<file path="src/hw/rtl/ssfa_pkg.sv">
// Shared constants, word types and control structures of the sprite sheet frame animator.
`timescale 1ns / 1ps

package ssfa_pkg;

	// Sizing of the sequence table and of the sheet.
	localparam int SEQ_DEPTH      = 64;
	localparam int MAX_SHEET_SIDE = 16;
	localparam int SEQ_AW         = $clog2(SEQ_DEPTH);

	// Effective sequence length: up to 16 x 16 frames or SEQ_DEPTH entries.
	localparam int LEN_W = 10;

	// Shared restoring divider: widest dividend is counter plus step count.
	localparam int DIV_DVD_W   = 18;
	localparam int DIV_DSR_W   = 16;
	localparam int DIV_SHORT_W = 8;
	localparam int DIV_CNT_W   = $clog2(DIV_DVD_W + 1);

	// Configuration port.
	localparam int CFG_IDX_W  = 3;
	localparam int CFG_DATA_W = 16;

	localparam logic [CFG_IDX_W-1:0] REG_FRAME_PERIOD    = 3'd0;
	localparam logic [CFG_IDX_W-1:0] REG_SHEET_COLUMNS   = 3'd1;
	localparam logic [CFG_IDX_W-1:0] REG_SHEET_ROWS      = 3'd2;
	localparam logic [CFG_IDX_W-1:0] REG_FRAME_WIDTH     = 3'd3;
	localparam logic [CFG_IDX_W-1:0] REG_FRAME_HEIGHT    = 3'd4;
	localparam logic [CFG_IDX_W-1:0] REG_SEQUENCE_LENGTH = 3'd5;
	localparam logic [CFG_IDX_W-1:0] REG_VELOCITY_X      = 3'd6;
	localparam logic [CFG_IDX_W-1:0] REG_VELOCITY_Y      = 3'd7;

	// Item modes.
	localparam logic [1:0] MODE_TICK    = 2'd0;
	localparam logic [1:0] MODE_WRITE   = 2'd1;
	localparam logic [1:0] MODE_SETPOS  = 2'd2;
	localparam logic [1:0] MODE_RESTART = 2'd3;

	// Input word.
	typedef struct packed {
		logic [1:0]         mode;
		logic [15:0]        delta_time;
		logic [5:0]         entry_index;
		logic [7:0]         entry_frame;
		logic signed [31:0] new_pos_x;
		logic signed [31:0] new_pos_y;
	} item_t;

	// Result word.
	typedef struct packed {
		logic [15:0]        source_x;
		logic [15:0]        source_y;
		logic [7:0]         frame_number;
		logic               animating;
		logic signed [31:0] pos_x;
		logic signed [31:0] pos_y;
	} result_t;

	// Which division the shared divider is working on.
	typedef enum logic [1:0] {
		DIV_TIMER,
		DIV_COUNT,
		DIV_INDEX,
		DIV_FRAME
	} div_sel_t;

	// Commands from the controller to the datapath.
	typedef struct packed {
		logic     accept;
		logic     exec;
		logic     move;
		logic     div_start;
		logic     div_capture;
		div_sel_t div_sel;
		logic     table_read;
		logic     multiply;
		logic     out_load;
	} cmd_t;

	// Status from the datapath to the controller.
	typedef struct packed {
		logic [1:0] mode;
		logic       active;
		logic       div_done;
	} stat_t;

endpackage

</file>
<file path="src/hw/rtl/ssfa_div.sv">
// Iterative restoring divider, one quotient bit per clock cycle.
`timescale 1ns / 1ps

module ssfa_div (
	input  logic                            clk,
	input  logic                            arst_n,
	input  logic                            start,
	input  logic                            short_op,
	input  logic [ssfa_pkg::DIV_DVD_W-1:0]  dividend,
	input  logic [ssfa_pkg::DIV_DSR_W-1:0]  divisor,
	output logic                            done,
	output logic [ssfa_pkg::DIV_DVD_W-1:0]  quotient,
	output logic [ssfa_pkg::DIV_DSR_W-1:0]  remainder
);

	logic [ssfa_pkg::DIV_DVD_W-1:0] quo_q;
	logic [ssfa_pkg::DIV_DSR_W-1:0] rem_q;
	logic [ssfa_pkg::DIV_DSR_W-1:0] dsr_q;
	logic [ssfa_pkg::DIV_CNT_W-1:0] cnt_q;
	logic                           busy_q;
	logic                           done_q;

	logic [ssfa_pkg::DIV_DSR_W:0]   rem_sh;
	logic [ssfa_pkg::DIV_DSR_W:0]   rem_diff;
	logic                           fits;
	logic [ssfa_pkg::DIV_DSR_W-1:0] rem_next;

	// One restoring step: shift in the next dividend bit and try to subtract.
	always_comb begin
		rem_sh   = {rem_q, quo_q[ssfa_pkg::DIV_DVD_W-1]};
		rem_diff = rem_sh - {1'b0, dsr_q};
		fits     = (rem_sh >= {1'b0, dsr_q});
		rem_next = fits ? rem_diff[ssfa_pkg::DIV_DSR_W-1:0] : rem_sh[ssfa_pkg::DIV_DSR_W-1:0];
	end

	// Step counter and completion flag.
	always_ff @(posedge clk or negedge arst_n) begin
		if (!arst_n) begin
			cnt_q  <= '0;
			busy_q <= 1'b0;
			done_q <= 1'b0;
		end else begin
			done_q <= 1'b0;
			if (start) begin
				busy_q <= 1'b1;
				cnt_q  <= short_op ? ssfa_pkg::DIV_CNT_W'(ssfa_pkg::DIV_SHORT_W)
				                   : ssfa_pkg::DIV_CNT_W'(ssfa_pkg::DIV_DVD_W);
			end else if (busy_q) begin
				cnt_q <= cnt_q - 1'b1;
				if (cnt_q == ssfa_pkg::DIV_CNT_W'(1)) begin
					busy_q <= 1'b0;
					done_q <= 1'b1;
				end
			end
		end
	end

	// Operand and partial result registers. A short division left-aligns an
	// 8-bit dividend so that fewer steps are needed.
	always_ff @(posedge clk) begin
		if (start) begin
			rem_q <= '0;
			dsr_q <= divisor;
			quo_q <= short_op
				? {dividend[ssfa_pkg::DIV_SHORT_W-1:0],
				   {(ssfa_pkg::DIV_DVD_W - ssfa_pkg::DIV_SHORT_W){1'b0}}}
				: dividend;
		end else if (busy_q) begin
			rem_q <= rem_next;
			quo_q <= {quo_q[ssfa_pkg::DIV_DVD_W-2:0], fits};
		end
	end

	assign done      = done_q;
	assign quotient  = quo_q;
	assign remainder = rem_q;

endmodule

</file>
<file path="src/hw/rtl/ssfa_dp.sv">
// Datapath of the sprite sheet frame animator: registers, table, divider and multipliers.
`timescale 1ns / 1ps

module ssfa_dp (
	input  logic                             clk,
	input  logic                             arst_n,
	input  logic                             cfg_write,
	input  logic [ssfa_pkg::CFG_IDX_W-1:0]   cfg_index,
	input  logic [ssfa_pkg::CFG_DATA_W-1:0]  cfg_data,
	input  ssfa_pkg::item_t                  item_data,
	input  ssfa_pkg::cmd_t                   cmd,
	output ssfa_pkg::stat_t                  stat,
	output ssfa_pkg::result_t                result_data
);

	// Configuration registers.
	logic [15:0]        frame_period_q;
	logic [4:0]         sheet_columns_q;
	logic [4:0]         sheet_rows_q;
	logic [11:0]        frame_width_q;
	logic [11:0]        frame_height_q;
	logic [6:0]         sequence_length_q;
	logic signed [15:0] velocity_x_q;
	logic signed [15:0] velocity_y_q;

	// Animation and position state.
	logic [15:0] timer_q;
	logic [7:0]  counter_q;
	logic [31:0] position_x_q;
	logic [31:0] position_y_q;

	// Per-word working registers.
	ssfa_pkg::item_t    item_q;
	logic signed [32:0] move_x_q;
	logic signed [32:0] move_y_q;
	logic [16:0]        steps_q;
	logic [7:0]         idx_q;
	logic [7:0]         table_rd_q;
	logic [7:0]         fnum_q;
	logic [4:0]         col_q;
	logic [7:0]         row_q;
	logic [16:0]        org_x_q;
	logic [19:0]        org_y_q;
	ssfa_pkg::result_t  result_q;

	logic [7:0] seq_table [ssfa_pkg::SEQ_DEPTH];

	// Derived configuration.
	logic [4:0]                    cols_c;
	logic [4:0]                    rows_c;
	logic [9:0]                    sheet_frames;
	logic [ssfa_pkg::LEN_W-1:0]    loaded_len;
	logic [ssfa_pkg::LEN_W-1:0]    seq_len;
	logic                          active;

	// Division operands and results.
	logic [16:0]                      timer_sum;
	logic [ssfa_pkg::DIV_DVD_W-1:0]   count_sum;
	logic [7:0]                       fnum_next;
	logic [ssfa_pkg::DIV_DVD_W-1:0]   div_dvd;
	logic [ssfa_pkg::DIV_DSR_W-1:0]   div_dsr;
	logic                             div_short;
	logic                             div_done;
	logic [ssfa_pkg::DIV_DVD_W-1:0]   div_quo;
	logic [ssfa_pkg::DIV_DSR_W-1:0]   div_rem;

	// Movement.
	logic signed [32:0] move_x;
	logic signed [32:0] move_y;
	logic signed [32:0] rnd_x;
	logic signed [32:0] rnd_y;
	logic [31:0]        step_x;
	logic [31:0]        step_y;

	// Table addresses.
	logic [ssfa_pkg::SEQ_AW-1:0] wr_addr;
	logic [ssfa_pkg::SEQ_AW-1:0] rd_addr;
	logic                        wr_in_range;

	// A side of zero counts as one, and a side above the limit is clamped.
	function automatic logic [4:0] side_clamp(input logic [4:0] v);
		logic [4:0] r;
		r = v;
		if (v == 5'd0) begin
			r = 5'd1;
		end else if (32'(v) > ssfa_pkg::MAX_SHEET_SIDE) begin
			r = 5'(ssfa_pkg::MAX_SHEET_SIDE);
		end
		return r;
	endfunction

	// Effective sequence length and the animation enable.
	always_comb begin
		cols_c       = side_clamp(sheet_columns_q);
		rows_c       = side_clamp(sheet_rows_q);
		sheet_frames = 10'(cols_c) * 10'(rows_c);
		if (ssfa_pkg::LEN_W'(sequence_length_q) > ssfa_pkg::LEN_W'(ssfa_pkg::SEQ_DEPTH)) begin
			loaded_len = ssfa_pkg::LEN_W'(ssfa_pkg::SEQ_DEPTH);
		end else begin
			loaded_len = ssfa_pkg::LEN_W'(sequence_length_q);
		end
		seq_len = (loaded_len != '0) ? loaded_len : ssfa_pkg::LEN_W'(sheet_frames);
		active  = (frame_period_q != 16'd0) && (seq_len > ssfa_pkg::LEN_W'(1));
	end

	// Operand selection for the shared divider.
	always_comb begin
		timer_sum = {1'b0, timer_q} + {1'b0, item_q.delta_time};
		count_sum = ssfa_pkg::DIV_DVD_W'(counter_q) + ssfa_pkg::DIV_DVD_W'(steps_q);
		fnum_next = (loaded_len != '0) ? table_rd_q : idx_q;
		case (cmd.div_sel)
			ssfa_pkg::DIV_TIMER: begin
				div_dvd   = ssfa_pkg::DIV_DVD_W'(timer_sum);
				div_dsr   = frame_period_q;
				div_short = 1'b0;
			end
			ssfa_pkg::DIV_COUNT: begin
				div_dvd   = count_sum;
				div_dsr   = ssfa_pkg::DIV_DSR_W'(seq_len);
				div_short = 1'b0;
			end
			ssfa_pkg::DIV_INDEX: begin
				div_dvd   = ssfa_pkg::DIV_DVD_W'(counter_q);
				div_dsr   = ssfa_pkg::DIV_DSR_W'(seq_len);
				div_short = 1'b1;
			end
			ssfa_pkg::DIV_FRAME: begin
				div_dvd   = ssfa_pkg::DIV_DVD_W'(fnum_next);
				div_dsr   = ssfa_pkg::DIV_DSR_W'(cols_c);
				div_short = 1'b1;
			end
			default: begin
				div_dvd   = '0;
				div_dsr   = ssfa_pkg::DIV_DSR_W'(1);
				div_short = 1'b1;
			end
		endcase
	end

	ssfa_div u_div (
		.clk       (clk),
		.arst_n    (arst_n),
		.start     (cmd.div_start),
		.short_op  (div_short),
		.dividend  (div_dvd),
		.divisor   (div_dsr),
		.done      (div_done),
		.quotient  (div_quo),
		.remainder (div_rem)
	);

	// Movement step: velocity times elapsed time in Q8.24, rounded half up to Q16.16.
	always_comb begin
		move_x = velocity_x_q * $signed({1'b0, item_q.delta_time});
		move_y = velocity_y_q * $signed({1'b0, item_q.delta_time});
		rnd_x  = move_x_q + 33'sd128;
		rnd_y  = move_y_q + 33'sd128;
		step_x = {{7{rnd_x[32]}}, rnd_x[32:8]};
		step_y = {{7{rnd_y[32]}}, rnd_y[32:8]};
	end

	// Configuration writes.
	always_ff @(posedge clk or negedge arst_n) begin
		if (!arst_n) begin
			frame_period_q    <= 16'd0;
			sheet_columns_q   <= 5'd1;
			sheet_rows_q      <= 5'd1;
			frame_width_q     <= 12'd1;
			frame_height_q    <= 12'd1;
			sequence_length_q <= 7'd0;
			velocity_x_q      <= 16'sd0;
			velocity_y_q      <= 16'sd0;
		end else if (cfg_write) begin
			case (cfg_index)
				ssfa_pkg::REG_FRAME_PERIOD:    frame_period_q    <= cfg_data;
				ssfa_pkg::REG_SHEET_COLUMNS:   sheet_columns_q   <= cfg_data[4:0];
				ssfa_pkg::REG_SHEET_ROWS:      sheet_rows_q      <= cfg_data[4:0];
				ssfa_pkg::REG_FRAME_WIDTH:     frame_width_q     <= cfg_data[11:0];
				ssfa_pkg::REG_FRAME_HEIGHT:    frame_height_q    <= cfg_data[11:0];
				ssfa_pkg::REG_SEQUENCE_LENGTH: sequence_length_q <= cfg_data[6:0];
				ssfa_pkg::REG_VELOCITY_X:      velocity_x_q      <= $signed(cfg_data);
				ssfa_pkg::REG_VELOCITY_Y:      velocity_y_q      <= $signed(cfg_data);
				default: ;
			endcase
		end
	end

	// Timer, frame counter and position state.
	always_ff @(posedge clk or negedge arst_n) begin
		if (!arst_n) begin
			timer_q      <= 16'd0;
			counter_q    <= 8'd0;
			position_x_q <= 32'd0;
			position_y_q <= 32'd0;
		end else begin
			if (cmd.exec) begin
				case (item_q.mode)
					ssfa_pkg::MODE_SETPOS: begin
						position_x_q <= item_q.new_pos_x;
						position_y_q <= item_q.new_pos_y;
					end
					ssfa_pkg::MODE_RESTART: begin
						timer_q   <= 16'd0;
						counter_q <= 8'd0;
					end
					default: ;
				endcase
			end
			if (cmd.move) begin
				position_x_q <= position_x_q + step_x;
				position_y_q <= position_y_q + step_y;
			end
			if (cmd.div_capture && (cmd.div_sel == ssfa_pkg::DIV_TIMER)) begin
				timer_q <= div_rem;
			end
			if (cmd.div_capture && (cmd.div_sel == ssfa_pkg::DIV_COUNT)) begin
				counter_q <= div_rem[7:0];
			end
		end
	end

	// Working registers for one word.
	always_ff @(posedge clk) begin
		if (cmd.accept) begin
			item_q <= item_data;
		end
		if (cmd.exec) begin
			move_x_q <= move_x;
			move_y_q <= move_y;
		end
		if (cmd.div_capture) begin
			case (cmd.div_sel)
				ssfa_pkg::DIV_TIMER: steps_q <= div_quo[16:0];
				ssfa_pkg::DIV_INDEX: idx_q   <= div_rem[7:0];
				ssfa_pkg::DIV_FRAME: begin
					col_q <= div_rem[4:0];
					row_q <= div_quo[7:0];
				end
				default: ;
			endcase
		end
		if (cmd.div_start && (cmd.div_sel == ssfa_pkg::DIV_FRAME)) begin
			fnum_q <= fnum_next;
		end
		if (cmd.multiply) begin
			org_x_q <= 17'(col_q) * 17'(frame_width_q);
			org_y_q <= 20'(row_q) * 20'(frame_height_q);
		end
	end

	// Sequence table: written by table-write words, read once per animated word.
	always_comb begin
		wr_addr     = ssfa_pkg::SEQ_AW'(item_q.entry_index);
		rd_addr     = ssfa_pkg::SEQ_AW'(idx_q);
		wr_in_range = (32'(item_q.entry_index) < ssfa_pkg::SEQ_DEPTH);
	end

	always_ff @(posedge clk) begin
		if (cmd.exec && (item_q.mode == ssfa_pkg::MODE_WRITE) && wr_in_range) begin
			seq_table[wr_addr] <= item_q.entry_frame;
		end
		if (cmd.table_read) begin
			table_rd_q <= seq_table[rd_addr];
		end
	end

	// Result register: origins saturate at 16 bits, and an idle sheet shows origin zero.
	always_ff @(posedge clk) begin
		if (cmd.out_load) begin
			result_q.pos_x <= position_x_q;
			result_q.pos_y <= position_y_q;
			if (active) begin
				result_q.source_x     <= (org_x_q > 17'(16'hFFFF)) ? 16'hFFFF : org_x_q[15:0];
				result_q.source_y     <= (org_y_q > 20'(16'hFFFF)) ? 16'hFFFF : org_y_q[15:0];
				result_q.frame_number <= fnum_q;
				result_q.animating    <= 1'b1;
			end else begin
				result_q.source_x     <= 16'd0;
				result_q.source_y     <= 16'd0;
				result_q.frame_number <= 8'd0;
				result_q.animating    <= 1'b0;
			end
		end
	end

	assign result_data   = result_q;
	assign stat.mode     = item_q.mode;
	assign stat.active   = active;
	assign stat.div_done = div_done;

endmodule

</file>
<file path="src/hw/rtl/ssfa_ctrl.sv">
// Controller of the sprite sheet frame animator: sequences one word through the datapath.
`timescale 1ns / 1ps

module ssfa_ctrl (
	input  logic            clk,
	input  logic            arst_n,
	input  logic            item_valid,
	output logic            item_ready,
	output logic            result_valid,
	input  logic            result_ready,
	input  ssfa_pkg::stat_t stat,
	output ssfa_pkg::cmd_t  cmd
);

	typedef enum logic [3:0] {
		S_IDLE,
		S_EXEC,
		S_MOVE,
		S_TDIV,
		S_TWAIT,
		S_CDIV,
		S_CWAIT,
		S_IDIV,
		S_IWAIT,
		S_READ,
		S_FDIV,
		S_FWAIT,
		S_MUL,
		S_OUT
	} state_t;

	state_t state_q;
	logic   result_valid_q;
	logic   out_free;

	assign out_free = !result_valid_q || result_ready;

	// State and the result valid flag.
	always_ff @(posedge clk or negedge arst_n) begin
		if (!arst_n) begin
			state_q        <= S_IDLE;
			result_valid_q <= 1'b0;
		end else begin
			if (result_valid_q && result_ready) begin
				result_valid_q <= 1'b0;
			end
			case (state_q)
				S_IDLE: begin
					if (item_valid) begin
						state_q <= S_EXEC;
					end
				end
				S_EXEC: begin
					state_q <= (stat.mode == ssfa_pkg::MODE_TICK) ? S_MOVE : S_IDIV;
				end
				S_MOVE: begin
					state_q <= stat.active ? S_TDIV : S_IDIV;
				end
				S_TDIV: state_q <= S_TWAIT;
				S_TWAIT: begin
					if (stat.div_done) begin
						state_q <= S_CDIV;
					end
				end
				S_CDIV: state_q <= S_CWAIT;
				S_CWAIT: begin
					if (stat.div_done) begin
						state_q <= S_IDIV;
					end
				end
				S_IDIV: begin
					state_q <= stat.active ? S_IWAIT : S_OUT;
				end
				S_IWAIT: begin
					if (stat.div_done) begin
						state_q <= S_READ;
					end
				end
				S_READ: state_q <= S_FDIV;
				S_FDIV: state_q <= S_FWAIT;
				S_FWAIT: begin
					if (stat.div_done) begin
						state_q <= S_MUL;
					end
				end
				S_MUL: state_q <= S_OUT;
				S_OUT: begin
					if (out_free) begin
						result_valid_q <= 1'b1;
						state_q        <= S_IDLE;
					end
				end
				default: state_q <= S_IDLE;
			endcase
		end
	end

	// Command decode.
	always_comb begin
		cmd             = '0;
		cmd.div_sel     = ssfa_pkg::DIV_TIMER;
		cmd.accept      = (state_q == S_IDLE) && item_valid;
		cmd.exec        = (state_q == S_EXEC);
		cmd.move        = (state_q == S_MOVE);
		cmd.table_read  = (state_q == S_READ);
		cmd.multiply    = (state_q == S_MUL);
		cmd.out_load    = (state_q == S_OUT) && out_free;
		case (state_q)
			S_TDIV: begin
				cmd.div_sel   = ssfa_pkg::DIV_TIMER;
				cmd.div_start = 1'b1;
			end
			S_TWAIT: begin
				cmd.div_sel     = ssfa_pkg::DIV_TIMER;
				cmd.div_capture = stat.div_done;
			end
			S_CDIV: begin
				cmd.div_sel   = ssfa_pkg::DIV_COUNT;
				cmd.div_start = 1'b1;
			end
			S_CWAIT: begin
				cmd.div_sel     = ssfa_pkg::DIV_COUNT;
				cmd.div_capture = stat.div_done;
			end
			S_IDIV: begin
				cmd.div_sel   = ssfa_pkg::DIV_INDEX;
				cmd.div_start = stat.active;
			end
			S_IWAIT: begin
				cmd.div_sel     = ssfa_pkg::DIV_INDEX;
				cmd.div_capture = stat.div_done;
			end
			S_FDIV: begin
				cmd.div_sel   = ssfa_pkg::DIV_FRAME;
				cmd.div_start = 1'b1;
			end
			S_FWAIT: begin
				cmd.div_sel     = ssfa_pkg::DIV_FRAME;
				cmd.div_capture = stat.div_done;
			end
			default: ;
		endcase
	end

	assign item_ready   = (state_q == S_IDLE);
	assign result_valid = result_valid_q;

endmodule

</file>
<file path="src/hw/rtl/sprite_sheet_frame_animator_core.sv">
// Top level of the sprite sheet frame animator.
// The block takes one word at a time and returns one result word for each. The time a word
// takes is set by the single shared restoring divider, which produces one quotient bit per
// cycle: a tick that advances an active animation runs an 18-step division of the timer by
// the frame period and an 18-step reduction of the frame counter by the sequence length,
// every animated word then runs two 8-step divisions for the frame index and for the sheet
// column and row, and with animation off a word runs no division. A new word is taken as
// soon as the previous result sits in the output register, even if it has not yet been
// collected. The sequence table holds undefined data after reset until written.
`timescale 1ns / 1ps

module sprite_sheet_frame_animator_core (
	input  logic                            clk,
	input  logic                            arst_n,
	input  logic                            item_valid,
	output logic                            item_ready,
	input  ssfa_pkg::item_t                 item_data,
	output logic                            result_valid,
	input  logic                            result_ready,
	output ssfa_pkg::result_t               result_data,
	input  logic                            cfg_write,
	input  logic [ssfa_pkg::CFG_IDX_W-1:0]  cfg_index,
	input  logic [ssfa_pkg::CFG_DATA_W-1:0] cfg_data
);

	ssfa_pkg::cmd_t  cmd;
	ssfa_pkg::stat_t stat;

	// Sequencing of each word.
	ssfa_ctrl u_ctrl (
		.clk          (clk),
		.arst_n       (arst_n),
		.item_valid   (item_valid),
		.item_ready   (item_ready),
		.result_valid (result_valid),
		.result_ready (result_ready),
		.stat         (stat),
		.cmd          (cmd)
	);

	// Registers, table and arithmetic.
	ssfa_dp u_dp (
		.clk         (clk),
		.arst_n      (arst_n),
		.cfg_write   (cfg_write),
		.cfg_index   (cfg_index),
		.cfg_data    (cfg_data),
		.item_data   (item_data),
		.cmd         (cmd),
		.stat        (stat),
		.result_data (result_data)
	);

endmodule

</file>
<file path="config.mk">
export PLATFORM = sky130hd
export DESIGN_NAME = sprite_sheet_frame_animator_core
export DESIGN_NICKNAME = d
export VERILOG_FILES = /design/src/hw/rtl/ssfa_pkg.sv /design/src/hw/rtl/ssfa_div.sv /design/src/hw/rtl/ssfa_dp.sv /design/src/hw/rtl/ssfa_ctrl.sv /design/src/hw/rtl/sprite_sheet_frame_animator_core.sv
export SDC_FILE = /design/constraint.sdc
export NUM_CORES = 2
export LEC_CHECK = 0
export ABC_AREA = 1
export BUFFER_PORTS_ARGS = -buffer_cell sky130_fd_sc_hd__buf_2
export CORE_UTILIZATION = 50
export CTS_CLUSTER_DIAMETER = 40
export DETAILED_ROUTE_END_ITERATION = 8
export PLACE_DENSITY = 0.71
export SLEW_MARGIN = 25
export SYNTH_ARGS = -nofsm -noshare
export SYNTH_HDL_FRONTEND = slang
export SYNTH_SLANG_ARGS = --single-unit
</file>
<file path="constraint.sdc">
create_clock -name clk -period 7.76 [get_ports clk]
set_input_delay 0.388 -clock clk [delete_from_list [all_inputs] [get_ports clk]]
set_output_delay 0.388 -clock clk [all_outputs]
set_load 0.03 [all_outputs]
</file>
==> results.ini <==
[cells_and_area]
drive_above_1_share_pct = 7.61
final_area_sq_um = 81300
multi_input_comb_area_sq_um = 34400
fillers = 12300
regArea_sq_um = 31800
nets = 8959
syn_to_final_growth_pct = 12.8

[synth]
yosys_warnings = 0
yosysTopAreaCell = edfxtp_1
seq_area_frac_synth_pct = 44.1
synth-edff-count = 890
postSynthNetCount = 8725
synth_area_sq_um = 72100
yosys-top-cells-count = nand2_1, inv_1, edfxtp_1
synth-main-ff-cell = edfxtp_1
synthTopCellsByArea = edfxtp_1, fa_1, nand2_1
async_flop_share_pct = 17.3
syn_inst = 7683
synth.most_common_cell = nand2_1
synth_area_per_cell_sq_um = 9.38
synth_top_area_share_pct = 37.1
ys_seq_elements = 1095
ys_types = 54

[cts]
cts_setup_buffers = 0
clock_path_buffers = 3
clkSinkCount = 1095
clk_latency_ns = 0.82
clk_pin_slew_ns = 0.06
htree_num_levels = 4
cts-resized-gates = 0
cts_tree = yes
numCtsBuffers = 150
cts_root_buf = clkbuf_16

[sta]
slew_violations = 0
slew_headroom_pct = 28.4
fmax_mhz = 155
period_minus_slack_ns = 6.45
tns_ns = 0
finalSetupViolations = 0
finalCritPeriodShare_pct = 83.1
clock_skew_ns = 0.0660
rsz0062_at_grt = no
setup_ws_ns = 1.31
worst_pin_slew_ns = 1.07
hold_violations = 0

[critical_path]
worstSetupPathDepth = 21
crit_chain = buf_4 -> nand2_1 -> fa_1 -> inv_1 -> fa_1 -> inv_1 -> fa_1 -> inv_1 -> fa_1 -> inv_1 -> fa_1 -> inv_1 -> fa_1 -> ha_1 -> a21o_1 -> a21oi_1 -> nand2_1 -> nand2_1 -> nand2_1 -> a21oi_1 -> xnor2_1
cp_slowest_cell = edfxtp_1
cp-end-kind = flop
crit_path_max_fanout = 18
crit_arrival_ns = 6.96
path_buf_inv = 6
crit_top_cell = fa_1
crit_required_ns = 8.28
max_stage_delay_ns = 0.86
r2r_cells = 21
critPathTopFamily = adder cells
start_kind = flop
critPathKind = flop to flop

[global_routing]
grt_start_max_net_pins = 137
grt_pass1_vias = 54300
grtUsageTotal_pct = 26.6
overflow = 0
antenna_found_initial = 5
grt_first_pass_wirelength_microns = 303000

[detailed_routing]
drtIter0Drc = 4907
dr.pass1.iters = 6
routed_wl_microns = 194000
vias = 54800
ant_nets = 0
viasPerCell = 5.52
wl_per_cell_microns = 19.5
drcViolationCount = 0

[die]
die-area_sq_um = 146000
coreArea_sq_um = 142000
die_h_microns = 382
die_w_microns = 382
row_count = 138
io_pins = 227
floorplan.initialDensity_pct = 50.7

[placement]
gp_congestion = 0.957
placed_cell_area_sq_um = 75000
dpl.hpwl_microns = 139000
place_ws_ns = 1.32
io_buffers = 226

[power_and_ir_drop]
ir_worst_vdd_mv = 0.882
leakage_nw = 37.5
cellPowerDensity_nw_per_um2 = 427

[worst_hold_path]
hp-class = primary input to flop
min_path_cells = 3

[run]
max_cap_viol_count = 0

[run_status]
outcome = complete, no violations

==> metrics by stage <==
step | utilization, % | std cells | power [mW] | hold slack (ns)
6_report | 57.1 | 9935 | 34.7 | 0.0924
5_1_grt | 57.1 | 9934 | 37.9 | 0.0654
4_1_cts | 57.1 | 9931 | 35.0 | 0.0446
3_5_place_dp | 52.7 | 9551 | 27.7 | 0.405
3_3_place_gp | 52.7 | 9551 | 27.6 | 0.396
2_1_floorplan | - | 7683 | 22.5 | 0.0924
==> final cells by class <==
cell class / count / area share (%)
sequential: 1095 / 39.1
multi-input combinational: 5004 / 42.3
timing repair buffer: 400 / 3.37
inverter: 1266 / 5.85
tap: 1890 / 2.91
clock inverter: 110 / 1.69
clock buffer: 168 / 4.80
antenna: 2 / 0.00616
==> repair_timing <==
| item | 4_1_cts | 5_1_grt |
|---|---|---|
| hold buffers | 102 | 0 |
| hold endpoints to repair | 161 | 0 |
| setup endpoints to repair | 0 | 0 |
==> power by group <==
group	internal, mW	total [mW]	leakage (nW)	switching (mW)
sequential	7.43	7.72	10.5	0.292
combinational	7.48	19.9	24.5	12.5
clock	4.17	7.06	2.54	2.89
==> sequential cells by signal (all words and copies together), names as in the netlist, 18 cells and up <==
signal	flops
u_dp.result_data	105
u_dp.move_y_q	26
u_dp.move_x_q	26
u_dp.item_q	88
u_dp.seq_table	512
u_dp.position_y_q	32
u_dp.org_y_q	20
u_dp.u_div.quotient	18
u_dp.position_x_q	32
==> worst paths after layout <==
check | slack, ns | end | start
worst max-delay path | 1.31 | u_dp.move_x_q[24] | u_dp.item_q[90]
max in group asynchronous | 6.37 | u_dp.frame_period_q[10] | arst_n
worst min register to register | 0.41 | u_dp.steps_q[10] | u_dp.u_div.quotient[10]
worst max register to register | 1.31 | u_dp.move_x_q[24] | u_dp.item_q[90]
worst min-delay path | 0.09 | u_dp.velocity_y_q[0] | cfg_data[0]
min in group asynchronous | 0.16 | u_dp.position_y_q[17] | arst_n
==> placed cells by master, fill, tap and decap left out, drive strengths merged, types with 6 or more instances in the layout <==
| cell | count |
|---|---|
| a21boi | 7 |
| a21o | 33 |
| a21oi | 344 |
| a221oi | 6 |
| a31oi | 25 |
| buf | 297 |
| bufinv | 12 |
| clkbuf | 169 |
| clkinv | 55 |
| clkinvlp | 10 |
| dfrtp | 185 |
| dfxtp | 16 |
| dlygate4sd3 | 102 |
| edfxtp | 890 |
| fa | 490 |
| ha | 432 |
| inv | 1299 |
| nand2 | 1496 |
| nand3 | 257 |
| nand3b | 15 |
| nand4 | 50 |
| nor2 | 774 |
| nor3 | 36 |
| nor4 | 14 |
| o211ai | 13 |
| o21a | 10 |
| o21ai | 615 |
| o21bai | 19 |
| o221ai | 28 |
| o22ai | 138 |
| o311ai | 7 |
| or2 | 8 |
| xnor2 | 53 |
| xor2 | 114 |
==> worst min-delay path: cells and delay by family <==
| kind | cells | cell delay (ns) |
|---|---|---|
| compound gates | 1 | 0.18 |
| buf+inv | 2 | 0.25 |
==> cell families after synthesis <==
| kind of cell | share of synthesized area, % |
|---|---|
| xor gates and xnor gates | 2.03 |
| buffers and inverters | 8.33 |
| DFF | 44.1 |
| AOI/OAI and AO/OA | 9.68 |
| and+or+nand+nor | 14.8 |
| adders and majority gates | 21.1 |
==> routing by layer <==
layer / vias up / global-route usage (%) / routed length (microns)
met4: 0 / 11.3 / 8310
met2: 2219 / 43.0 / 90900
met3: 460 / 4.48 / 15300
met1: 26600 / 35.4 / 79200
li1: 25500 / - / -
met5: - / 0 / 0
Power figures use the tool's default switching activity.
